File: src/rtl/asla_pkg.sv
// ----------------------------------------------------------------------------
// ASID slot allocator package
// Shared widths, defaults and operation codes for the ASID slot allocator.
// ----------------------------------------------------------------------------
package asla_pkg;

  // Field widths
  localparam int unsigned ID_W      = 32;
  localparam int unsigned FUNC_W    = 2;
  localparam int unsigned SLOT_W    = 2;

  // Parameter defaults
  localparam int unsigned SLOTS_DEF      = 4;
  localparam int unsigned STAMP_BITS_DEF = 32;

  // Operation codes
  typedef enum logic [FUNC_W-1:0] {
    FUNC_GET     = 2'd0,
    FUNC_PROBE   = 2'd1,
    FUNC_RELEASE = 2'd2
  } func_t;

endpackage

File: src/rtl/asla_lookup.sv
// ----------------------------------------------------------------------------
// ASID slot lookup
// Parallel tag compare with first-hit priority, and a compare tree that
// picks the slot with the lowest stamp (lowest index on ties).
// ----------------------------------------------------------------------------
module asla_lookup #(
  parameter int unsigned SLOTS      = asla_pkg::SLOTS_DEF,
  parameter int unsigned STAMP_BITS = asla_pkg::STAMP_BITS_DEF,
  localparam int unsigned IDXW      = (SLOTS > 1) ? $clog2(SLOTS) : 1
) (
  input  logic [asla_pkg::ID_W-1:0] id_i,
  input  logic [asla_pkg::ID_W-1:0] tag_i   [SLOTS],
  input  logic [STAMP_BITS-1:0]     stamp_i [SLOTS],
  output logic                      hit_o,
  output logic [IDXW-1:0]           hit_idx_o,
  output logic [IDXW-1:0]           victim_idx_o
);

  localparam int unsigned LEAVES = 1 << IDXW;
  localparam int unsigned NODES  = 2 * LEAVES - 1;

  logic [STAMP_BITS-1:0] node_stamp [NODES];
  logic [IDXW-1:0]       node_idx   [NODES];

  // Compare all tags, keep the lowest matching index
  always_comb begin
    hit_o     = 1'b0;
    hit_idx_o = '0;
    for (int i = SLOTS - 1; i >= 0; i--) begin
      if (tag_i[i] == id_i) begin
        hit_o     = 1'b1;
        hit_idx_o = IDXW'(i);
      end
    end
  end

  // Min tree: leaves padded with all-ones stamps above the last slot;
  // take the right child only when strictly older
  always_comb begin
    for (int i = 0; i < LEAVES; i++) begin
      node_idx[LEAVES-1+i] = IDXW'(i);
      if (i < SLOTS) begin
        node_stamp[LEAVES-1+i] = stamp_i[i];
      end else begin
        node_stamp[LEAVES-1+i] = '1;
      end
    end
    for (int n = LEAVES - 2; n >= 0; n--) begin
      if (node_stamp[2*n+2] < node_stamp[2*n+1]) begin
        node_stamp[n] = node_stamp[2*n+2];
        node_idx[n]   = node_idx[2*n+2];
      end else begin
        node_stamp[n] = node_stamp[2*n+1];
        node_idx[n]   = node_idx[2*n+1];
      end
    end
    victim_idx_o = node_idx[0];
  end

endmodule

File: src/rtl/asid_slot_lru_allocator_core.sv
// ----------------------------------------------------------------------------
// ASID slot LRU allocator core
// Fully associative table mapping address-space identifiers to slots, with
// stamp-based least-recently-used replacement.
// ----------------------------------------------------------------------------
// Each request passes through the request register and then the result register before out_strobe.
// Throughput: one request per cycle; busy is always low.
// The table state is read and updated in the single lookup stage, so each
// request sees every update of the one before it.
// Reset (rst_n low, synchronous): tags, stamps, counter and kernel id clear.
// Results are strobed for one cycle; the receiver cannot stall.
// ----------------------------------------------------------------------------
module asid_slot_lru_allocator_core #(
  parameter int unsigned SLOTS      = asla_pkg::SLOTS_DEF,
  parameter int unsigned STAMP_BITS = asla_pkg::STAMP_BITS_DEF
) (
  input  logic                        clk,
  input  logic                        rst_n,
  // configuration
  input  logic                        cfg_we,
  input  logic [asla_pkg::ID_W-1:0]   cfg_wdata,
  // request
  input  logic                        start,
  output logic                        busy,
  input  logic [asla_pkg::FUNC_W-1:0] in_func,
  input  logic [asla_pkg::ID_W-1:0]   in_space_id,
  // result
  output logic                        out_strobe,
  output logic [asla_pkg::SLOT_W-1:0] out_slot,
  output logic                        out_found,
  output logic                        out_allocated
);

  localparam int unsigned IDXW = (SLOTS > 1) ? $clog2(SLOTS) : 1;
  localparam logic [STAMP_BITS-1:0] STAMP_MAX = '1;

  logic [asla_pkg::ID_W-1:0]   kernel_id_r;
  logic                        req_vld_r;
  asla_pkg::func_t             req_func_r;
  logic [asla_pkg::ID_W-1:0]   req_id_r;

  logic [asla_pkg::ID_W-1:0]   tag_r     [SLOTS];
  logic [asla_pkg::ID_W-1:0]   tag_nxt   [SLOTS];
  logic [STAMP_BITS-1:0]       stamp_r   [SLOTS];
  logic [STAMP_BITS-1:0]       stamp_nxt [SLOTS];
  logic [STAMP_BITS-1:0]       cnt_r;
  logic [STAMP_BITS-1:0]       cnt_nxt;

  logic                        res_vld_r;
  logic [asla_pkg::SLOT_W-1:0] res_slot_r;
  logic [asla_pkg::SLOT_W-1:0] res_slot_nxt;
  logic                        res_found_r;
  logic                        res_found_nxt;
  logic                        res_alloc_r;
  logic                        res_alloc_nxt;

  logic                        hit;
  logic [IDXW-1:0]             hit_idx;
  logic [IDXW-1:0]             victim_idx;
  logic                        special;
  logic                        func_ok;

  assign busy = 1'b0;

  // Hold the kernel identifier
  always_ff @(posedge clk) begin
    if (!rst_n) begin
      kernel_id_r <= '0;
    end else if (cfg_we) begin
      kernel_id_r <= cfg_wdata;
    end
  end

  // Capture the request word
  always_ff @(posedge clk) begin
    if (!rst_n) begin
      req_vld_r <= 1'b0;
    end else begin
      req_vld_r <= start && !busy;
    end
  end

  always_ff @(posedge clk) begin
    if (start && !busy) begin
      req_func_r <= asla_pkg::func_t'(in_func);
      req_id_r   <= in_space_id;
    end
  end

  asla_lookup #(
    .SLOTS      (SLOTS),
    .STAMP_BITS (STAMP_BITS)
  ) u_lookup (
    .id_i         (req_id_r),
    .tag_i        (tag_r),
    .stamp_i      (stamp_r),
    .hit_o        (hit),
    .hit_idx_o    (hit_idx),
    .victim_idx_o (victim_idx)
  );

  assign special = (req_id_r == '0) || (req_id_r == kernel_id_r);

  // Resolve the request and build the table update
  always_comb begin
    tag_nxt       = tag_r;
    stamp_nxt     = stamp_r;
    cnt_nxt       = cnt_r;
    res_slot_nxt  = '0;
    res_found_nxt = 1'b0;
    res_alloc_nxt = 1'b0;
    case (req_func_r)
      asla_pkg::FUNC_GET,
      asla_pkg::FUNC_PROBE,
      asla_pkg::FUNC_RELEASE: func_ok = 1'b1;
      default:                func_ok = 1'b0;
    endcase
    if (req_vld_r && func_ok) begin
      if (special) begin
        res_found_nxt = 1'b1;
        if (req_func_r == asla_pkg::FUNC_RELEASE) begin
          tag_nxt[0] = '0;
        end
      end else if (hit) begin
        // refresh the hit slot, drop its tag on release
        stamp_nxt[hit_idx] = cnt_r;
        res_slot_nxt       = asla_pkg::SLOT_W'(hit_idx);
        res_found_nxt      = 1'b1;
        if (req_func_r == asla_pkg::FUNC_RELEASE) begin
          tag_nxt[hit_idx] = '0;
        end
      end else if (req_func_r == asla_pkg::FUNC_GET) begin
        // evict the oldest slot, advance the saturating counter
        if (cnt_r != STAMP_MAX) begin
          cnt_nxt = cnt_r + STAMP_BITS'(1);
        end
        tag_nxt[victim_idx]   = req_id_r;
        stamp_nxt[victim_idx] = cnt_nxt;
        res_slot_nxt          = asla_pkg::SLOT_W'(victim_idx);
        res_found_nxt         = 1'b1;
        res_alloc_nxt         = 1'b1;
      end
    end
  end

  // Table and counter state
  always_ff @(posedge clk) begin
    if (!rst_n) begin
      for (int i = 0; i < SLOTS; i++) begin
        tag_r[i]   <= '0;
        stamp_r[i] <= '0;
      end
      cnt_r <= '0;
    end else begin
      tag_r   <= tag_nxt;
      stamp_r <= stamp_nxt;
      cnt_r   <= cnt_nxt;
    end
  end

  // Result register
  always_ff @(posedge clk) begin
    if (!rst_n) begin
      res_vld_r <= 1'b0;
    end else begin
      res_vld_r <= req_vld_r;
    end
  end

  always_ff @(posedge clk) begin
    res_slot_r  <= res_slot_nxt;
    res_found_r <= res_found_nxt;
    res_alloc_r <= res_alloc_nxt;
  end

  assign out_strobe    = res_vld_r;
  assign out_slot      = res_slot_r;
  assign out_found     = res_found_r;
  assign out_allocated = res_alloc_r;

endmodule

File: config.mk
export PLATFORM = sky130hd
export DESIGN_NAME = asid_slot_lru_allocator_core
export DESIGN_NICKNAME = d
export VERILOG_FILES = /design/src/rtl/asla_pkg.sv /design/src/rtl/asla_lookup.sv /design/src/rtl/asid_slot_lru_allocator_core.sv
export SDC_FILE = /design/constraint.sdc
export NUM_CORES = 1
export LEC_CHECK = 0
export BUFFER_PORTS_ARGS = -buffer_cell sky130_fd_sc_hd__buf_2
export CORE_AREA = 2 2 201 164
export CTS_CLUSTER_SIZE = 24
export DETAILED_ROUTE_END_ITERATION = 8
export DIE_AREA = 0 0 203 166
export PLACE_DENSITY = 0.78
export SLEW_MARGIN = 20
export SYNTH_ARGS = -nofsm -noshare
export SYNTH_HDL_FRONTEND = slang
export SYNTH_SLANG_ARGS = --single-unit
export TNS_END_PERCENT = 100
File: constraint.sdc
create_clock -name clk -period 12.6 [get_ports clk]
set_clock_uncertainty 0.15 [all_clocks]
set_input_delay 1.26 -clock clk [delete_from_list [all_inputs] [get_ports clk]]
set_output_delay 1.26 -clock clk [all_outputs]
set_load 0.03 [all_outputs]
==> metrics.yaml, run 1 <==
synthesis:
  synth_edf_count: 34
  synthCells: 2483
  ys_ff_latch: 360
  synth.most_common_cell: "dfxtp_1"
  synth_flop_cell: "dfxtp_1"
  synth_top_area_share: 0.321
  synthArstFlopShare: 0
  ys_top_cells_by_count: "dfxtp_1, a21oi_1, nor2_1"
  syn_area_per_cell_sq_um: 8.19
  synth_fp_nets: 2647
  ys_seq_area_frac: 0.371
  yosysWarnings: 0
  synth_cell_type_count: 82
  netlist_top_cells_area: "dfxtp_1, a21oi_1, xnor2_1, ha_1, edfxtp_1"
  synth_top_area_cell: "dfxtp_1"
  syn-cell-area_sq_um: 20300
worst_hold_path:
  hold_path_class: "reg2reg"
worst_setup_path:
  arrival_ns: 8.30
  end_kind: "flip-flop"
  worstSetupPathType: "reg2reg"
  crit_fanout: 85
  required_ns: 12.86
  critical_path.startpoint_type: "flip-flop"
final_layout:
  nNetsFinal: 2578
  fillers: 2608
  design_area_sq_um: 21900
  drive_gt1_frac: 0.0835
  syn_to_final_growth_pct: 7.65
floorplanning:
  pin_count: 76
  die_w_microns: 203
  fp.dieArea_sq_um: 33700
  die_h_microns: 166
  start_util: 0.639
  core-area_sq_um: 31800
  row_count: 59
timing:
  hold_ws_ns: 0.307
  timing.final.crit_period_ns: 8.05
  hold_violations: 0
  setup_viol_count_final: 0
  rsz0062_at_grt: "false"
  slew_violations: 0
  fin_crit_sh: 0.639
  setup_tns_ns: 0
  fmax_mhz: 124
  max_slew_margin: 0.210
  tightest_slew_ns: 1.18
clocking:
  postCtsHoldBufs: 0
  clock-sinks: 360
  cts_tree: "done"
  cts_buffers: 39
  clk_pin_slew_ns: 0.06
  post_cts_buffers: 0
  cts_resized: 0
  root_buffer: "clkbuf_16"
  cts_buffer_depth: 3
  clk_latency_ns: 0.55
  htreeDepth: 2
grt:
  grt.busiest_layer: "met1"
  grt_max_degree: 89
  gr-total-overflow: 0
  gr-usage-all-layers: 0.384
  grt_use_met2: 0.531
  first_global_vias: 17616
  grtUsageMet3: 0.140
  antenna_found_initial: 1
  met1_usage: 0.558
  grt_pass1_wl_mm: 102
drt:
  antenna_left: 0
  route.detailed.drc: 0
  drt_iter0_markers: 2769
  finalWirelength_mm: 66.1
  num_vias: 19054
  drt-wirelength-per-cell_microns: 23.0
  detail_route.first_pass.iterations: 8
  viasPerCell: 6.64
placed_design:
  place_congestion: 0.977
  hpwl_mm: 43.8
  dpl_cell_area_sq_um: 20600
  port_buffers: 74
run:
  drv_cap: 0
outcome:
  status: "complete, no violations"
==> state kept, by name (all words and copies together), names as in the netlist, 2 cells and up <==
register / flops
cnt_r: 32
req_id_r: 32
req_func_r: 2
kernel_id_r: 32
tag_r: 128
stamp_r: 128
out_slot: 2
==> stage by stage <==
| step | std cells | utilization | worst slack [ns] |
|---|---|---|---|
| after global placement | 2800 | 0.648 | 5.01 |
| after CTS | 2869 | 0.688 | 4.74 |
| after floorplan | 2483 | - | 7.19 |
| after detailed placement | 2800 | 0.649 | 4.79 |
| after global routing | 2869 | 0.688 | 4.13 |
| final | 2870 | 0.688 | 4.55 |
==> final cells by class <==
cell class / instances / area (sq um) / area share
multi-input cells: 1829 / 11700 / 0.533
flip-flops and latches: 360 / 7550 / 0.345
clock buffers: 60 / 1180 / 0.0537
repair buffers: 104 / 596 / 0.0272
well taps: 427 / 534 / 0.0244
inverters: 80 / 305 / 0.0139
clock inverters: 9 / 70.1 / 0.00320
diodes: 1 / 2.50 / 0.000114
==> worst max-delay path: stages, from the launching register on <==
cell and delay, ns:
dfxtp_1 0.33, inv_1 0.06, ha_1 0.29, a211o_1 0.26, a31oi_1 0.16, o31ai_1 0.13, a2111o_1 0.50, a211oi_4 0.63
buf_4 0.83, a21oi_1 0.18, ha_1 0.35, nand4_1 0.15, nor4_1 0.62, o311ai_0 0.38, a211oi_2 0.74, and3_1 0.30
a21o_1 0.86, o21ai_2 0.46, a222oi_1 0.37, nor2_1 0.07
==> routing by layer <==
layer	part of all wire	wire [microns]
met1	0.42	27800
met2	0.40	26600
met3	0.15	10100
met4	0.023	1540
met5	0.00098	65
==> logic make-up after synthesis <==
family	Yosys count	synth area share
AND/OR/NAND/NOR	790	0.193
AO/OA/AOI/OAI	709	0.212
flip-flops	360	0.371
buffers and inverters	294	0.0614
XOR/XNOR	194	0.0839
adder cells (fa/ha/maj)	95	0.0584
multiplexers	40	0.0197
other	1	0.000184
==> cells in the final DEF (no fill, tap or decap), types with 5 or more instances in the layout <==
cell type	count
a211o_1	5
a211oi_1	16
a21boi_0	6
a21o_1	14
a21oi_1	268
a221oi_1	17
a22o_1	32
a22oi_1	65
a311oi_1	8
a31o_1	8
a31o_2	5
a31oi_1	5
and2_1	44
and3_1	34
and4_1	10
buf_2	74
buf_4	30
clkbuf_1	10
clkbuf_16	40
clkbuf_8	10
dfxtp_1	326
edfxtp_1	34
ha_1	94
inv_1	78
mux2i_1	39
nand2_1	160
nand2b_1	40
nand3_1	82
nand4_1	97
nor2_1	218
nor3_1	35
nor4_1	30
o21a_1	9
o21ai_0	198
o221ai_1	6
o31ai_1	5
or3_1	17
xnor2_1	139
xor2_1	54
==> path summary, 6_finish.rpt <==
| kind | from | to | slack, ns | cells after the start |
|---|---|---|---|---|
| worst min register to register | stamp_r[41]$_SDFFE_PN0P_ | stamp_r[41]$_SDFFE_PN0P_ | 0.31 | 2 |
| worst max register to register | stamp_r[98]$_SDFFE_PN0P_ | stamp_r[86]$_SDFFE_PN0P_ | 4.55 | 19 |
| worst min-delay path | stamp_r[41]$_SDFFE_PN0P_ | stamp_r[41]$_SDFFE_PN0P_ | 0.31 | 2 |
| worst max-delay path | stamp_r[98]$_SDFFE_PN0P_ | stamp_r[86]$_SDFFE_PN0P_ | 4.55 | 19 |
Power of run 1 is not shown: default switching activity piles up to over one toggle a cycle in this logic, so the estimate is an artifact.
==> inputs of run 2 (changes only) <==
CORE_AREA = 2 2 215 174   (was 2 2 201 164)
DIE_AREA = 0 0 217 176   (was 0 0 203 166)
PLACE_DENSITY = 0.73   (was 0.78)
clock period = 6.6 ns   (was 12.6 ns; I/O delays follow)
==> run 2 against run 1 <==
First-iteration DRC count fell by 8.0%. Sequential cell count did not move. Register-to-register slack got worse by 4.2 ns. Core utilization fell by 6.7 points. Worst hold slack got worse by 0.17 ns. Critical path depth rose by 4. Sequential share of layout area fell by 0.56 points. Routed wire length rose by 2.7%.
==> metrics.yaml, run 2 (same netlist as run 1, synthesis figures left out) <==
outcome:
  status: "complete, no violations"
timing:
  fin_crit_sh: 0.945
  setup_viol_count_final: 0
  setup_tns_ns: 0
  timing.final.crit_period_ns: 6.23
  hold_violations: 0
  tightest_slew_ns: 1.05
  max_slew_margin: 0.298
  fmax_mhz: 160
  rsz0062_at_grt: "false"
  slew_violations: 0
floorplanning:
  fp.dieArea_sq_um: 38200
  pin_count: 76
  core-area_sq_um: 35800
  row_count: 62
  die_w_microns: 217
  die_h_microns: 176
  start_util: 0.567
final_layout:
  nNetsFinal: 2606
  syn_to_final_growth_pct: 9.41
  top_regs: "stamp_r x128, tag_r x128"
  antennaDiodeCount: 0
  final_cell_mix: "dfxtp_1, a21oi_1, nor2_1"
  drive_gt1_frac: 0.0927
  fillers: 3153
  final_common_cell: "dfxtp_1"
placed_design:
  hpwl_mm: 46.1
  port_buffers: 74
  place_congestion: 1.00
clocking:
  htreeDepth: 2
  postCtsHoldBufs: 0
  post_cts_buffers: 0
  clock-sinks: 360
  root_buffer: "clkbuf_16"
  clk_pin_slew_ns: 0.07
  cts_buffers: 39
  clk_latency_ns: 0.56
  cts_resized: 0
  cts_buffer_depth: 3
  cts_tree: "done"
grt:
  gr-usage-all-layers: 0.349
  gr-total-overflow: 0
  grt_pass1_wl_mm: 105
  antenna_found_initial: 0
  grt_max_degree: 120
  first_global_vias: 18268
worst_setup_path:
  end_kind: "flip-flop"
  critical_path.startpoint_type: "flip-flop"
  required_ns: 6.84
  r2r-start: "stamp_r[44]$_SDFFE_PN0P_"
  r2r_setup_slack_ns: 0.37
  crit_fanout: 35
  reg2reg_depth: 23
  r2r_end: "stamp_r[86]$_SDFFE_PN0P_"
  worstSetupPathType: "reg2reg"
  arrival_ns: 6.47
worst_hold_path:
  min_to: "req_id_r[2]$_DFFE_PP_"
  hold_start: "in_space_id[2]"
  hold_path_depth: 1
  hold_path_class: "in2reg"
run:
  drv_cap: 0
drt:
  num_vias: 19419
  detail_route.first_pass.iterations: 9
  route.detailed.drc: 0
  drt-wirelength-per-cell_microns: 23.0
  viasPerCell: 6.58
  antenna_left: 0
  drt_iter0_markers: 2547
  finalWirelength_mm: 67.9
==> run 2: metal layers <==
layer	share of wire	wire length [microns]	global-route usage	up-vias
met2	0.40	27200	0.489	1261
met1	0.43	29100	0.509	9219
met4	0.030	2020	0.113	0
met3	0.14	9590	0.103	169
li1	-	-	-	8770
met5	0	0	0	-
==> run 2: worst max path at each step <==
| stage | startpoint | endpoint | slack [ns] | cells after the start |
|---|---|---|---|---|
| 2_1_floorplan | stamp_r[101]$_SDFFE_PN0P_ | stamp_r[91]$_SDFFE_PN0P_ | 1.19 | 22 |
| 3_3_place_gp | stamp_r[101]$_SDFFE_PN0P_ | stamp_r[4]$_SDFFE_PN0P_ | 0.80 | 23 |
| 3_5_place_dp | stamp_r[98]$_SDFFE_PN0P_ | stamp_r[4]$_SDFFE_PN0P_ | 0.67 | 23 |
| 4_1_cts | stamp_r[98]$_SDFFE_PN0P_ | stamp_r[4]$_SDFFE_PN0P_ | 0.63 | 23 |
| 5_1_grt | stamp_r[41]$_SDFFE_PN0P_ | stamp_r[41]$_SDFFE_PN0P_ | 0.05 | 22 |
| 6_report | stamp_r[44]$_SDFFE_PN0P_ | stamp_r[86]$_SDFFE_PN0P_ | 0.37 | 23 |
==> run 2: worst max-delay path, cell delays in order (launching register included) <==
cell,delay (ns)
dfxtp_1,0.35
inv_1,0.07
ha_1,0.29
nand4_1,0.16
nor4_1,0.38
o221ai_1,0.23
a31oi_1,0.59
nor2_4,0.23
buf_4,0.32
buf_4,0.23
nand2_1,0.07
o21ai_0,0.10
ha_1,0.33
nand4_1,0.23
nor3b_1,0.27
nand4_1,0.17
a211oi_2,0.36
buf_4,0.20
and3_1,0.19
a21o_1,0.44
o21ai_2,0.16
buf_4,0.23
a222oi_1,0.24
nor2_1,0.07
==> run 2: final cells by class <==
class / instances / area [sq um] / share of cell area
Clock buffer: 61 / 1180 / 0.0531
Clock inverter: 8 / 105 / 0.00472
Sequential cell: 360 / 7550 / 0.339
Timing Repair Buffer: 132 / 868 / 0.0390
Tap cell: 480 / 601 / 0.0270
Multi-Input combinational cell: 1829 / 11600 / 0.523
Inverter: 80 / 305 / 0.0137
==> run 2: per-stage QoR <==
stage | hold WS, ns | cell area [sq um] | util | instances | setup WS [ns]
2_1_floorplan | 0.282 | 20300 | - | 2483 | 1.19
3_3_place_gp | 0.291 | 21000 | 0.585 | 2881 | 0.802
3_5_place_dp | 0.299 | 21000 | 0.585 | 2881 | 0.665
4_1_cts | 0.121 | 22300 | 0.621 | 2950 | 0.631
5_1_grt | 0.119 | 22300 | 0.621 | 2950 | 0.0535
6_report | 0.135 | 22300 | 0.621 | 2950 | 0.366
Power of run 2 is left out for the same reason.
